`config.mk`:
```
export PLATFORM = sky130hd
export DESIGN_NAME = scalar_quantize_bit_packer_flat
export DESIGN_NICKNAME = d
export VERILOG_FILES = /design/src/rtl/sqbp_pkg.sv /design/src/rtl/sqbp_if.sv /design/src/rtl/scalar_quantize_bit_packer.sv /design/src/rtl/sqbp_front.sv /design/src/rtl/sqbp_queue.sv /design/src/rtl/sqbp_back.sv /design/src/flat_wrapper.sv
export SDC_FILE = /design/constraint.sdc
export NUM_CORES = 1
export LEC_CHECK = 0
export BUFFER_PORTS_ARGS = -buffer_cell sky130_fd_sc_hd__clkbuf_2
export CORE_MARGIN = 2
export CORE_UTILIZATION = 40
export CTS_BUF_LIST = sky130_fd_sc_hd__clkbuf_2 sky130_fd_sc_hd__clkbuf_4 sky130_fd_sc_hd__clkbuf_8
export CTS_CLUSTER_SIZE = 25
export DETAILED_ROUTE_END_ITERATION = 10
export HOLD_SLACK_MARGIN = 0.15
export PLACE_DENSITY = 0.56
export SLEW_MARGIN = 10
export SYNTH_ARGS = -nofsm -noshare
export SYNTH_HDL_FRONTEND = slang
export SYNTH_SLANG_ARGS = --single-unit
```
`constraint.sdc`:
```
create_clock -name clk_i -period 14.2 [get_ports clk_i]
set_input_delay 1.42 -clock clk_i [delete_from_list [all_inputs] [get_ports clk_i]]
set_output_delay 1.42 -clock clk_i [all_outputs]
set_load 0.05 [all_outputs]
```
`src/rtl/sqbp_pkg.sv`:
```
// Package: shared constants, register indexes and types of the quantizer packer.
package sqbp_pkg;

  localparam int MAX_CODE_BITS  = 4;
  localparam int MAX_VECTOR_DIM = 4096;
  localparam int SAMPLE_WIDTH   = 16;

  localparam int WORD_W      = 64;
  localparam int FILL_W      = $clog2(WORD_W);
  localparam int CODE_W      = MAX_CODE_BITS;
  localparam int BITS_W      = 3;
  localparam int DIM_W       = 13;
  localparam int COORD_W     = 12;
  localparam int IDX_W       = 8;
  localparam int BOUND_W     = 16;
  localparam int NUM_BOUNDS  = (1 << MAX_CODE_BITS) - 1;
  localparam int BOUNDS_PER_SET = WORD_W / BOUND_W;
  localparam int NUM_SETS    = 4;

  localparam int CFG_IDX_W   = 3;
  localparam int CFG_DATA_W  = 64;

  localparam logic [CFG_IDX_W-1:0] CFG_CODE_BITS  = 3'd0;
  localparam logic [CFG_IDX_W-1:0] CFG_VECTOR_DIM = 3'd1;
  localparam logic [CFG_IDX_W-1:0] CFG_BSET_0     = 3'd2;
  localparam logic [CFG_IDX_W-1:0] CFG_BSET_1     = 3'd3;
  localparam logic [CFG_IDX_W-1:0] CFG_BSET_2     = 3'd4;
  localparam logic [CFG_IDX_W-1:0] CFG_BSET_3     = 3'd5;

  localparam int QUEUE_DEPTH = 4;
  localparam int QPTR_W      = $clog2(QUEUE_DEPTH);
  localparam int QCNT_W      = QPTR_W + 1;

  typedef struct packed {
    logic [BITS_W-1:0]                   code_bits;
    logic [DIM_W-1:0]                    vector_dim;
    logic [NUM_SETS-1:0][WORD_W-1:0]     bset;
  } sqbp_cfg_t;

  // One queue entry: the words produced by one sample, at most two.
  typedef struct packed {
    logic [WORD_W-1:0] word0;
    logic [IDX_W-1:0]  idx0;
    logic              last0;
    logic              has_second;
    logic [WORD_W-1:0] word1;
    logic [IDX_W-1:0]  idx1;
  } sqbp_entry_t;

endpackage

```
`src/rtl/sqbp_if.sv`:
```
// Interfaces: sample channel into the packer and packed word channel out of it.
interface sqbp_sample_if;
  import sqbp_pkg::*;
  logic                           valid;
  logic                           ready;
  logic signed [SAMPLE_WIDTH-1:0] sample;

  modport source (output valid, output sample, input ready);
  modport sink (input valid, input sample, output ready);
endinterface

interface sqbp_word_if;
  import sqbp_pkg::*;
  logic              valid;
  logic              ready;
  logic [WORD_W-1:0] packed_word;
  logic [IDX_W-1:0]  word_index;
  logic              last_word;

  modport source (output valid, output packed_word, output word_index, output last_word,
                  input ready);
  modport sink (input valid, input packed_word, input word_index, input last_word,
                output ready);
endinterface

```
`src/rtl/scalar_quantize_bit_packer.sv`:
```
// Top level: scalar quantizer with 64-bit code packing.
//
// Usage:
//   sample_i carries one signed Q1.15 coordinate per transaction. Each sample is
//   compared against the first 2^code_bits-1 boundaries and the resulting code
//   is appended LSB first into a 64-bit word; codes may straddle words.
//   word_o carries one packed word per transaction with its index inside the
//   vector and a last_word flag on the final word of each vector.
//   Configuration is written through cfg_we_i / cfg_index_i / cfg_wdata_i
//   (0 code_bits, 1 vector_dim, 2..5 boundary sets) while the block is idle.
// Timing:
//   One sample per cycle is accepted while the queue is not full. A finished word
//   passes through the queue and the output register, which sends one word per
//   cycle when not stalled, so a two-word entry stays queued until both are sent.
// Stall and reset:
//   When word_o stalls, the four-entry queue absorbs words; sample_i.ready drops
//   only when that queue is full. Reset clears packer state, the queue and the
//   output register, and returns code_bits and vector_dim to 1, boundaries to 0.
module scalar_quantize_bit_packer import sqbp_pkg::*; (
  input  logic                  clk_i,
  input  logic                  rst_ni,
  input  logic                  cfg_we_i,
  input  logic [CFG_IDX_W-1:0]  cfg_index_i,
  input  logic [CFG_DATA_W-1:0] cfg_wdata_i,
  sqbp_sample_if.sink           sample_i,
  sqbp_word_if.source           word_o
);

  sqbp_cfg_t   cfg_q, cfg_d;
  sqbp_entry_t q_entry;
  sqbp_entry_t q_head;
  logic        q_push;
  logic        q_pop;
  logic        q_full;
  logic        q_empty;

  // Register file: hold each value until its index is written.
  always_comb begin
    cfg_d = cfg_q;
    if (cfg_we_i) begin
      case (cfg_index_i)
        CFG_CODE_BITS:  cfg_d.code_bits  = cfg_wdata_i[BITS_W-1:0];
        CFG_VECTOR_DIM: cfg_d.vector_dim = cfg_wdata_i[DIM_W-1:0];
        CFG_BSET_0:     cfg_d.bset[0]    = cfg_wdata_i;
        CFG_BSET_1:     cfg_d.bset[1]    = cfg_wdata_i;
        CFG_BSET_2:     cfg_d.bset[2]    = cfg_wdata_i;
        CFG_BSET_3:     cfg_d.bset[3]    = cfg_wdata_i;
        default:        cfg_d            = cfg_q;
      endcase
    end
  end

  always_ff @(posedge clk_i or negedge rst_ni) begin
    if (!rst_ni) begin
      cfg_q.code_bits  <= BITS_W'(1);
      cfg_q.vector_dim <= DIM_W'(1);
      cfg_q.bset       <= '0;
    end else begin
      cfg_q <= cfg_d;
    end
  end

  // Front: quantize and pack, push finished words.
  sqbp_front u_front (
    .clk_i     (clk_i),
    .rst_ni    (rst_ni),
    .sample_i  (sample_i),
    .cfg_i     (cfg_q),
    .q_full_i  (q_full),
    .q_push_o  (q_push),
    .q_entry_o (q_entry)
  );

  // Queue: decouple packing from output backpressure.
  sqbp_queue u_queue (
    .clk_i   (clk_i),
    .rst_ni  (rst_ni),
    .push_i  (q_push),
    .entry_i (q_entry),
    .pop_i   (q_pop),
    .head_o  (q_head),
    .full_o  (q_full),
    .empty_o (q_empty)
  );

  // Back: serialize entries onto the word channel.
  sqbp_back u_back (
    .clk_i   (clk_i),
    .rst_ni  (rst_ni),
    .head_i  (q_head),
    .empty_i (q_empty),
    .pop_o   (q_pop),
    .word_o  (word_o)
  );

`ifndef SYNTHESIS
  a_no_push_when_full: assert property (@(posedge clk_i) disable iff (!rst_ni)
    q_push |-> !q_full)
    else $error("queue push while full");

  a_no_pop_when_empty: assert property (@(posedge clk_i) disable iff (!rst_ni)
    q_pop |-> !q_empty)
    else $error("queue pop while empty");

  a_word_from_queue: assert property (@(posedge clk_i) disable iff (!rst_ni)
    $rose(word_o.valid) |-> $past(!q_empty))
    else $error("output word without a queued entry");
`endif

endmodule

```
`src/rtl/sqbp_front.sv`:
```
// Front end: quantize each sample, pack the code and queue the finished words.
module sqbp_front import sqbp_pkg::*; (
  input  logic                clk_i,
  input  logic                rst_ni,
  sqbp_sample_if.sink         sample_i,
  input  sqbp_cfg_t           cfg_i,
  input  logic                q_full_i,
  output logic                q_push_o,
  output sqbp_entry_t         q_entry_o
);

  logic [WORD_W-1:0]  partial_q, partial_d;
  logic [FILL_W-1:0]  fill_q, fill_d;
  logic [COORD_W-1:0] coord_q, coord_d;
  logic [IDX_W-1:0]   wcnt_q, wcnt_d;

  logic [BITS_W-1:0]     bits;
  logic [DIM_W-1:0]      dim;
  logic [CODE_W:0]       nb;
  logic [NUM_BOUNDS-1:0] exceed;
  logic [NUM_BOUNDS-1:0] run;
  logic [CODE_W-1:0]     code;
  logic                  last;
  logic                  accept;
  logic [WORD_W-1:0]     word;
  logic [WORD_W-1:0]     rest;
  logic [FILL_W:0]       newfill;
  logic                  full;
  logic                  leftover;

  assign sample_i.ready = !q_full_i;
  assign accept = sample_i.valid && sample_i.ready;

  // Clamp the code width and vector length into their legal ranges.
  always_comb begin
    bits = cfg_i.code_bits;
    if (bits == '0) bits = BITS_W'(1);
    else if (bits > BITS_W'(MAX_CODE_BITS)) bits = BITS_W'(MAX_CODE_BITS);
    dim = cfg_i.vector_dim;
    if (dim == '0) dim = DIM_W'(1);
    else if (dim > DIM_W'(MAX_VECTOR_DIM)) dim = DIM_W'(MAX_VECTOR_DIM);
  end

  assign nb = (CODE_W+1)'(((CODE_W+1)'(1) << bits) - (CODE_W+1)'(1));

  for (genvar gi = 0; gi < NUM_BOUNDS; gi++) begin : g_cmp
    logic signed [BOUND_W-1:0] bound;
    assign bound = $signed(cfg_i.bset[gi / BOUNDS_PER_SET][(gi % BOUNDS_PER_SET) * BOUND_W +:
                                                           BOUND_W]);
    assign exceed[gi] = (sample_i.sample > bound) && ((CODE_W+1)'(gi) < nb);
  end

  // Walk stops at the first boundary not exceeded.
  always_comb begin
    run[0] = exceed[0];
    for (int i = 1; i < NUM_BOUNDS; i++) begin
      run[i] = run[i-1] & exceed[i];
    end
  end

  assign code = CODE_W'($countones(run));
  assign last = ({1'b0, coord_q} + DIM_W'(1)) >= dim;

  assign word     = partial_q | (WORD_W'(code) << fill_q);
  assign newfill  = {1'b0, fill_q} + (FILL_W+1)'(bits);
  assign full     = newfill[FILL_W];
  assign rest     = WORD_W'(code >> ((FILL_W+1)'(WORD_W) - {1'b0, fill_q}));
  assign leftover = last && (newfill[FILL_W-1:0] != '0);

  always_comb begin
    q_entry_o.word0      = word;
    q_entry_o.idx0       = wcnt_q;
    q_entry_o.last0      = full ? (last && !leftover) : 1'b1;
    q_entry_o.has_second = full && leftover;
    q_entry_o.word1      = rest;
    q_entry_o.idx1       = wcnt_q + IDX_W'(1);
  end

  assign q_push_o = accept && (full || leftover);

  always_comb begin
    partial_d = partial_q;
    fill_d    = fill_q;
    coord_d   = coord_q;
    wcnt_d    = wcnt_q;
    if (accept) begin
      if (last) begin
        partial_d = '0;
        fill_d    = '0;
        coord_d   = '0;
        wcnt_d    = '0;
      end else begin
        partial_d = full ? rest : word;
        fill_d    = newfill[FILL_W-1:0];
        coord_d   = coord_q + COORD_W'(1);
        wcnt_d    = full ? wcnt_q + IDX_W'(1) : wcnt_q;
      end
    end
  end

  always_ff @(posedge clk_i or negedge rst_ni) begin
    if (!rst_ni) begin
      partial_q <= '0;
      fill_q    <= '0;
      coord_q   <= '0;
      wcnt_q    <= '0;
    end else begin
      partial_q <= partial_d;
      fill_q    <= fill_d;
      coord_q   <= coord_d;
      wcnt_q    <= wcnt_d;
    end
  end

endmodule

```
`src/rtl/sqbp_queue.sv`:
```
// Queue: short register FIFO of word entries between front and back end.
module sqbp_queue import sqbp_pkg::*; (
  input  logic        clk_i,
  input  logic        rst_ni,
  input  logic        push_i,
  input  sqbp_entry_t entry_i,
  input  logic        pop_i,
  output sqbp_entry_t head_o,
  output logic        full_o,
  output logic        empty_o
);

  sqbp_entry_t       mem_q [QUEUE_DEPTH];
  logic [QPTR_W-1:0] wr_ptr_q, wr_ptr_d;
  logic [QPTR_W-1:0] rd_ptr_q, rd_ptr_d;
  logic [QCNT_W-1:0] count_q, count_d;

  assign full_o  = (count_q == QCNT_W'(QUEUE_DEPTH));
  assign empty_o = (count_q == '0);
  assign head_o  = mem_q[rd_ptr_q];

  always_comb begin
    wr_ptr_d = push_i ? wr_ptr_q + QPTR_W'(1) : wr_ptr_q;
    rd_ptr_d = pop_i ? rd_ptr_q + QPTR_W'(1) : rd_ptr_q;
    count_d  = count_q + QCNT_W'(push_i) - QCNT_W'(pop_i);
  end

  always_ff @(posedge clk_i or negedge rst_ni) begin
    if (!rst_ni) begin
      wr_ptr_q <= '0;
      rd_ptr_q <= '0;
      count_q  <= '0;
    end else begin
      wr_ptr_q <= wr_ptr_d;
      rd_ptr_q <= rd_ptr_d;
      count_q  <= count_d;
    end
  end

  always_ff @(posedge clk_i) begin
    if (push_i) begin
      mem_q[wr_ptr_q] <= entry_i;
    end
  end

endmodule

```
`src/rtl/sqbp_back.sv`:
```
// Back end: split queue entries into single words and drive the output register.
module sqbp_back import sqbp_pkg::*; (
  input  logic        clk_i,
  input  logic        rst_ni,
  input  sqbp_entry_t head_i,
  input  logic        empty_i,
  output logic        pop_o,
  sqbp_word_if.source word_o
);

  logic              out_vld_q, out_vld_d;
  logic              second_q, second_d;
  logic [WORD_W-1:0] word_q, word_d;
  logic [IDX_W-1:0]  idx_q, idx_d;
  logic              last_q, last_d;
  logic              load;

  assign load  = (!out_vld_q || word_o.ready) && !empty_i;
  assign pop_o = load && (second_q || !head_i.has_second);

  always_comb begin
    out_vld_d = out_vld_q;
    second_d  = second_q;
    word_d    = word_q;
    idx_d     = idx_q;
    last_d    = last_q;
    if (load) begin
      out_vld_d = 1'b1;
      if (second_q) begin
        word_d   = head_i.word1;
        idx_d    = head_i.idx1;
        last_d   = 1'b1;
        second_d = 1'b0;
      end else begin
        word_d   = head_i.word0;
        idx_d    = head_i.idx0;
        last_d   = head_i.last0;
        second_d = head_i.has_second;
      end
    end else if (word_o.ready) begin
      out_vld_d = 1'b0;
    end
  end

  always_ff @(posedge clk_i or negedge rst_ni) begin
    if (!rst_ni) begin
      out_vld_q <= 1'b0;
      second_q  <= 1'b0;
    end else begin
      out_vld_q <= out_vld_d;
      second_q  <= second_d;
    end
  end

  always_ff @(posedge clk_i) begin
    word_q <= word_d;
    idx_q  <= idx_d;
    last_q <= last_d;
  end

  assign word_o.valid       = out_vld_q;
  assign word_o.packed_word = word_q;
  assign word_o.word_index  = idx_q;
  assign word_o.last_word   = last_q;

endmodule

```
`src/flat_wrapper.sv`:
```
// flat-port wrapper written by rule: the top's interface ports become plain ports
module scalar_quantize_bit_packer_flat import sqbp_pkg::*;
  (clk_i, rst_ni, cfg_we_i, cfg_index_i, cfg_wdata_i, sample_i_valid, sample_i_sample, sample_i_ready, word_o_valid, word_o_packed_word, word_o_word_index, word_o_last_word, word_o_ready);
  sqbp_sample_if sample_i_i ();
  sqbp_word_if word_o_i ();
  input  logic clk_i;
  input  logic rst_ni;
  input  logic cfg_we_i;
  input  logic [CFG_IDX_W-1:0] cfg_index_i;
  input  logic [CFG_DATA_W-1:0] cfg_wdata_i;
  input wire logic [$bits(sample_i_i.valid)-1:0] sample_i_valid;
  input wire logic [$bits(sample_i_i.sample)-1:0] sample_i_sample;
  output wire logic [$bits(sample_i_i.ready)-1:0] sample_i_ready;
  output wire logic [$bits(word_o_i.valid)-1:0] word_o_valid;
  output wire logic [$bits(word_o_i.packed_word)-1:0] word_o_packed_word;
  output wire logic [$bits(word_o_i.word_index)-1:0] word_o_word_index;
  output wire logic [$bits(word_o_i.last_word)-1:0] word_o_last_word;
  input wire logic [$bits(word_o_i.ready)-1:0] word_o_ready;
  assign sample_i_i.valid = sample_i_valid;
  assign sample_i_i.sample = sample_i_sample;
  assign sample_i_ready = sample_i_i.ready;
  assign word_o_valid = word_o_i.valid;
  assign word_o_packed_word = word_o_i.packed_word;
  assign word_o_word_index = word_o_i.word_index;
  assign word_o_last_word = word_o_i.last_word;
  assign word_o_i.ready = word_o_ready;
  scalar_quantize_bit_packer u_core (.clk_i(clk_i), .rst_ni(rst_ni), .cfg_we_i(cfg_we_i), .cfg_index_i(cfg_index_i), .cfg_wdata_i(cfg_wdata_i), .sample_i(sample_i_i), .word_o(word_o_i));
endmodule
```
# Word level (Yosys, flattened, before mapping)
# Memory sizes are Yosys's and may differ from the RTL's.
# Cells that the tools add are included.
# Widths: inputs -> output; s select.
totals:
  elab_cells: 162
  n_memories: 1
  reg_bits: 428
  ram_bits: 584
op_classes:
  addsub: 24
  n_reduce_logical: 44
  magnitude_cmp: 33
  shift: 3
  eq_ne: 6
  bitwise: 15
  mux: 18
mem_list:
  columns: ["name", "depth", "width", "rd", "rd_ports_with_merged_regs", "wr", "line_no", "source"]
  rows:
  - ["u_core.u_queue.mem_q", 4, 146, 1, 0, 1, "sqbp_queue.sv:13", "sqbp_entry_t mem_q [QUEUE_DEPTH];"]
op_table:
  columns: ["operator", "n"]
  rows:
  - ["$gt 16x16->1", 15]
  - ["$mux 64", 3]
  - ["$or 64x64->64", 1]
  - ["$shl 4x6->64", 1]
  - ["$shr 4x7->64", 1]
  - ["$lt 4x5->1 const A", 7]
  - ["$mux 13", 2]
  - ["$mux 8", 3]
  - ["$logic_and 1x1->1", 22]
  - ["$lt 3x5->1 const A", 4]
  - ["$add 1x1->2", 7]
  - ["$and 1x1->1", 14]
  - ["$reduce_and 2->1", 7]
  - ["$add 12x1->13 const B", 1]
  - ["$ge 13x13->1", 1]
  - ["$gt 13x13->1 const B", 1]
  - ["$logic_not 13->1", 1]
  - ["$add 12x1->12 const B", 1]
  - ["$mux 12", 1]
  - ["$lt 1x5->1 const A", 2]
  - ["$lt 2x5->1 const A", 2]
  - ["$add 2x2->3", 3]
  - ["$eq 3x3->1 const B", 3]
  - ["$logic_not 3->1", 3]
  - ["other kinds (21)", 37]

# Logic depth before layout (Yosys ltp)
depth:
  depth_word: 28
  depth_mapped: 27
  ltp_nobuf: 26

# Hierarchy
# From an unflattened synthesis, not the netlist that was laid out.
unflattened:
  cells_unflattened: 3086
  area_unflattened_um2: 47704.5
by_module_without_submodules:
  columns: ["module", "cells_each", "area_per_inst_um2", "n_inst", "seq_area_each_um2"]
  rows:
  - ["sqbp_queue", 797, 21513.1, 1, 17712.0]
  - ["sqbp_front", 1547, 12175.4, 1, 2252.2]
  - ["scalar_quantize_bit_packer", 579, 10657.7, 1, 6809.0]
  - ["sqbp_back", 163, 3358.2, 1, 2242.2]

# Least setup slack after synthesis
# Ideal clock, no wire load.
synth_timing:
  path_type: "input port to flip-flop"
  startpoint: "input sample_i_sample[15]"
  endpoint: "memory u_core.u_queue.mem_q[0][136] in the netlist's numbering (data pin)"
  path_buffers: 1
  arrival_ns: 7.427
  path_slack_ns: 6.630
  required_time_ns: 14.057
  cell_stages: 25
  cell_sequence: "ha_1 > nand4_2 > nor4_2 > a21bo_2 > a31oi_4 > nand4_4 > nor4b_4 > and2_1 > nand3_1 > fa_1 > fa_1 > inv_1 > fa_1 > fa_1 > fa_1 > inv_1 > fa_1 > nand2b_1 > o21ai_0 > nor2_1 > a21oi_1 > a22o_1 > nor2b_1 > clkbuf_1 > a21o_1"
synth_rtl:
  columns: ["item", "line_no", "source"]
  rows:
  - ["from (decl)", "flat_wrapper.sv:12", "input wire logic [$bits(sample_i_i.sample)-1:0] sample_i_sample;"]
  - ["to (decl)", "sqbp_queue.sv:13", null]

==> flow_summary.yaml <==
timing:
  hold_viol: 0
  slew_violations: 0
  fin_setup_tns_ps: 0
  fmax_mhz: 120.5
  finalSetupViolCount: 0
  slew_headroom_pct: 18.90
  tightest_slew_ps: 1212
  min_period_over_period_pct: 58.46
  fin_hold_ws_ps: 482.8
  min_period_ps: 8301
  rsz0062_at_grt: "no"
  clock_skew_ps: 52.26
floorplan:
  fp-row-count: 110
  start_util_pct: 40.49
  chipWidth_um: 306.3
  die_h_um: 306.3
  io_pins: 163
  die-area_um2: 93820
  core_um2: 90290
cells_and_area:
  finish.instance_area_um2: 41530
  final_nets: 3458
  area_growth_pct: 13.61
  nFillCells: 8183
  drive_above_1_share_pct: 21.16
grt:
  grt_overflow: 0
  grt_pass1_vias: 24850
  grt_start_max_net_pins: 85
  grt_pass1_wl_mm: 143.7
  antenna_found_initial: 6
  grtUsageTotal_pct: 20.07
place:
  hpwlAfterDp_mm: 60.21
  place_area_um2: 38700
  io_buffers: 162
  gp_congestion: 0.8442
logic_synthesis:
  syn_area_um2: 36550
  synth-seq-cells: 772
  syn_avg_cell_area_um2: 12.71
  seq_area_frac_synth_pct: 58.57
  synthArstFlopShare_pct: 45.98
  synthFlopType: "edfxtp_1"
  ys.warnings.count: 0
  synth_fp_nets: 3241
  synthCells: 2876
  synth-edff-count: 417
  ys_types: 74
drt:
  via_per_inst: 5.341
  route.top_layer_used: "met5"
  wl_met3_mm: 4.301
  wl_per_cell_um: 21.10
  route.detailed.drc: 0
  wl_met2_mm: 45.53
  wirelength_mm: 92.36
  dr.pass1.iters: 5
  drt_iter0_drc: 1433
  final_antenna_net_count: 0
  wl_met1_mm: 40.14
  dr_total_vias: 23380
setup_path:
  end_kind: "register"
  cp_data_required_time_ps: 14850
  cp-start-kind: "input pin"
  cp.arrival_ps: 8950
  worstPathMaxFanout: 15
  criticalPathCategory: "in -> reg"
clocking:
  cts_setup_buffers: 0
  ctsResizeCount: 0
  holdBufCountCts: 0
  clk_pin_slew_ps: 60
  cts-htree-levels: 4
  clk_latency_ps: 820
  cts_root_buf: "clkbuf_8"
  cts_tree: "done"
  clockBufferDepth: 3
  cts.sinks: 772
  cts_buffers: 134
pwr:
  switching_share_pct: 35.43
  combPwrFrac_pct: 30.9
  intPower_uw: 4960
  p_seq_share_pct: 41.6
  power.density_nw_per_um2: 185.0
  p_switching_uw: 2722
  power_leakage_uw: 0.01788
  power_frac_clock_pct: 27.5
  p_total_uw: 7682
  vdd_ir_drop_max_uv: 96.55
job:
  cap_violations: 0
min_path:
  hold_path_class: "reg -> reg"
run_status:
  status: "finished clean"
==> final cells by class <==
| cell class | count | area (um^2) | area share [%] |
|---|---|---|---|
| multi-input cells | 1717 | 13740 | 33.08 |
| well taps | 1176 | 1471 | 3.543 |
| clock buffers | 206 | 2497 | 6.014 |
| repair buffers | 190 | 1031 | 2.483 |
| clock inverters | 36 | 322.8 | 0.7773 |
| inverters | 278 | 1044 | 2.513 |
| diodes | 3 | 7.507 | 0.01808 |
| flip-flops and latches | 772 | 21420 | 51.57 |
==> sequential cells by signal, indices dropped and copies added (netlist names) <==
register,count
u_core.u_queue.mem_q,344
u_core.u_back.word_o.packed_word,64
u_core.u_front.partial_q,64
u_core.u_front.wcnt_q,8
u_core.u_front.coord_q,12
u_core.u_back.word_o.valid,1
u_core.u_back.word_o.word_index,8
u_core.u_back.word_o.last_word,1
u_core.u_queue.count_q,3
u_core.cfg_q,256
u_core.u_front.fill_q,6
u_core.u_queue.rd_ptr_q,2
u_core.u_queue.wr_ptr_q,2
u_core.u_back.second_q,1
==> power by group through the flow <==
stage | clock network [uW] | logic [uW] | registers, uW
global route | 2270 | 2620 | 3250
floorplan | 0 | 1430 | 3470
finish | 2110 | 2370 | 3200
global placement | 0 | 2340 | 3230
CTS | 2160 | 2410 | 3200
detailed placement | 0 | 2400 | 3250
==> cell usage after synthesis, types with 4 or more instances <==
cell / n / area share [%]
edfxtp_1: 417 / 34
dfrtp_1: 353 / 24
inv_1: 276 / 2.8
ha_1: 267 / 9.1
nand2_1: 252 / 2.6
o21ai_0: 190 / 2.6
mux2_2: 140 / 4.3
a21oi_1: 137 / 1.9
nor2_1: 125 / 1.3
clkbuf_1: 96 / 0.99
a21o_1: 89 / 1.8
mux4_2: 86 / 5.3
and2_1: 73 / 1.2
nand3_1: 49 / 0.67
nand4_1: 40 / 0.68
nor3_1: 24 / 0.33
a211oi_1: 20 / 0.41
nor2b_1: 20 / 0.34
o211ai_1: 15 / 0.31
and3_1: 12 / 0.21
buf_1: 12 / 0.12
nand2b_1: 12 / 0.21
xnor2_1: 12 / 0.29
nor4_1: 11 / 0.19
and4_1: 10 / 0.24
fa_1: 10 / 0.55
o31ai_1: 9 / 0.18
xor2_1: 9 / 0.22
a31oi_1: 8 / 0.14
o21a_1: 8 / 0.16
a22o_1: 7 / 0.17
or4_1: 7 / 0.14
or2_2: 6 / 0.10
mux2i_1: 4 / 0.11
o21bai_1: 4 / 0.082
o22ai_1: 4 / 0.068
==> critical path, stage by stage <==
cell      delay, ps
clkbuf_2        390
ha_1            500
nand4_1         170
nor4_2          330
a21bo_2         280
a31oi_4         230
nand4_4         180
nor4_1          520
nand2_1         160
fa_1            520
fa_1            510
inv_1            60
fa_1            520
fa_1            430
fa_1            440
inv_1           100
fa_1            430
a21oi_1         250
mux2_2          220
nand2_1          50
nor2_1          920
a21o_1          300
==> routing by layer <==
layer | vias up | GRT usage, %
li1 | 10850 | -
met1 | 11800 | 25.71
met2 | 550 | 34.08
met3 | 174 | 3.802
met4 | 4 | 7.000
met5 | - | 0
==> cells by family (layout without fill, tap and decap cells) <==
kind of cell             Yosys count  in the layout  share of synthesized area [%]
flip-flops                       772            772                          58.57
AND/OR/NAND/NOR                  656            656                          8.667
multiplexers                     230            230                          9.721
AO/OA/AOI/OAI                    533            533                          8.876
adder cells (fa/ha/maj)          277            277                          9.687
buffers and inverters            387            710                          3.978
other                              0              3                              0
XOR/XNOR                          21             21                         0.5032
==> metrics by stage <==
stage / util [%] / instances / setup slack (ps)
3_5_place_dp: 42.86 / 4133 / 5056
3_3_place_gp: 42.86 / 4133 / 5305
5_1_grt: 45.99 / 4377 / 5512
4_1_cts: 45.99 / 4375 / 5921
6_report: 46.00 / 4378 / 5899
2_1_floorplan: - / 2876 / 6630
==> placed cells by master, fill, tap and decap left out, types with 10 or more instances in the layout <==
cell type	instances
and4_1	10
clkbuf_8	152
clkbuf_2	161
a21oi_1	136
nand2_1	252
mux4_2	86
nand4_1	40
and3_1	12
o21ai_0	190
clkinv_1	12
and2_1	69
nor4_1	11
inv_1	275
a21o_1	89
nor3_1	23
ha_1	267
nand3_1	48
buf_4	28
clkinv_2	11
nor2b_1	20
o211ai_1	15
clkbuf_4	54
edfxtp_1	417
nor2_1	123
fa_1	10
a211oi_1	20
dfrtp_1	351
xnor2_1	12
mux2_2	140
nand2b_1	12
==> path summary, 6_finish.rpt <==
| kind | from | to | slack, ps | cells past startpoint |
|---|---|---|---|---|
| max | sample_i_sample[11] | u_core.u_queue.mem_q[2][137] | 5900 | 22 |
| min | u_core.u_front.partial_q[32] | u_core.u_front.partial_q[32] | 480 | 1 |
| max reg2reg | u_core.cfg_q[11] | u_core.u_queue.mem_q[2][137] | 6730 | 22 |
| min reg2reg | u_core.u_front.partial_q[32] | u_core.u_front.partial_q[32] | 480 | 1 |
| max in group asynchronous | rst_ni | u_core.u_front.coord_q[11] | 11020 | 3 |
| min in group asynchronous | rst_ni | u_core.cfg_q[233] | 620 | 1 |
No activity file was read; power rests on OpenSTA's default activity.
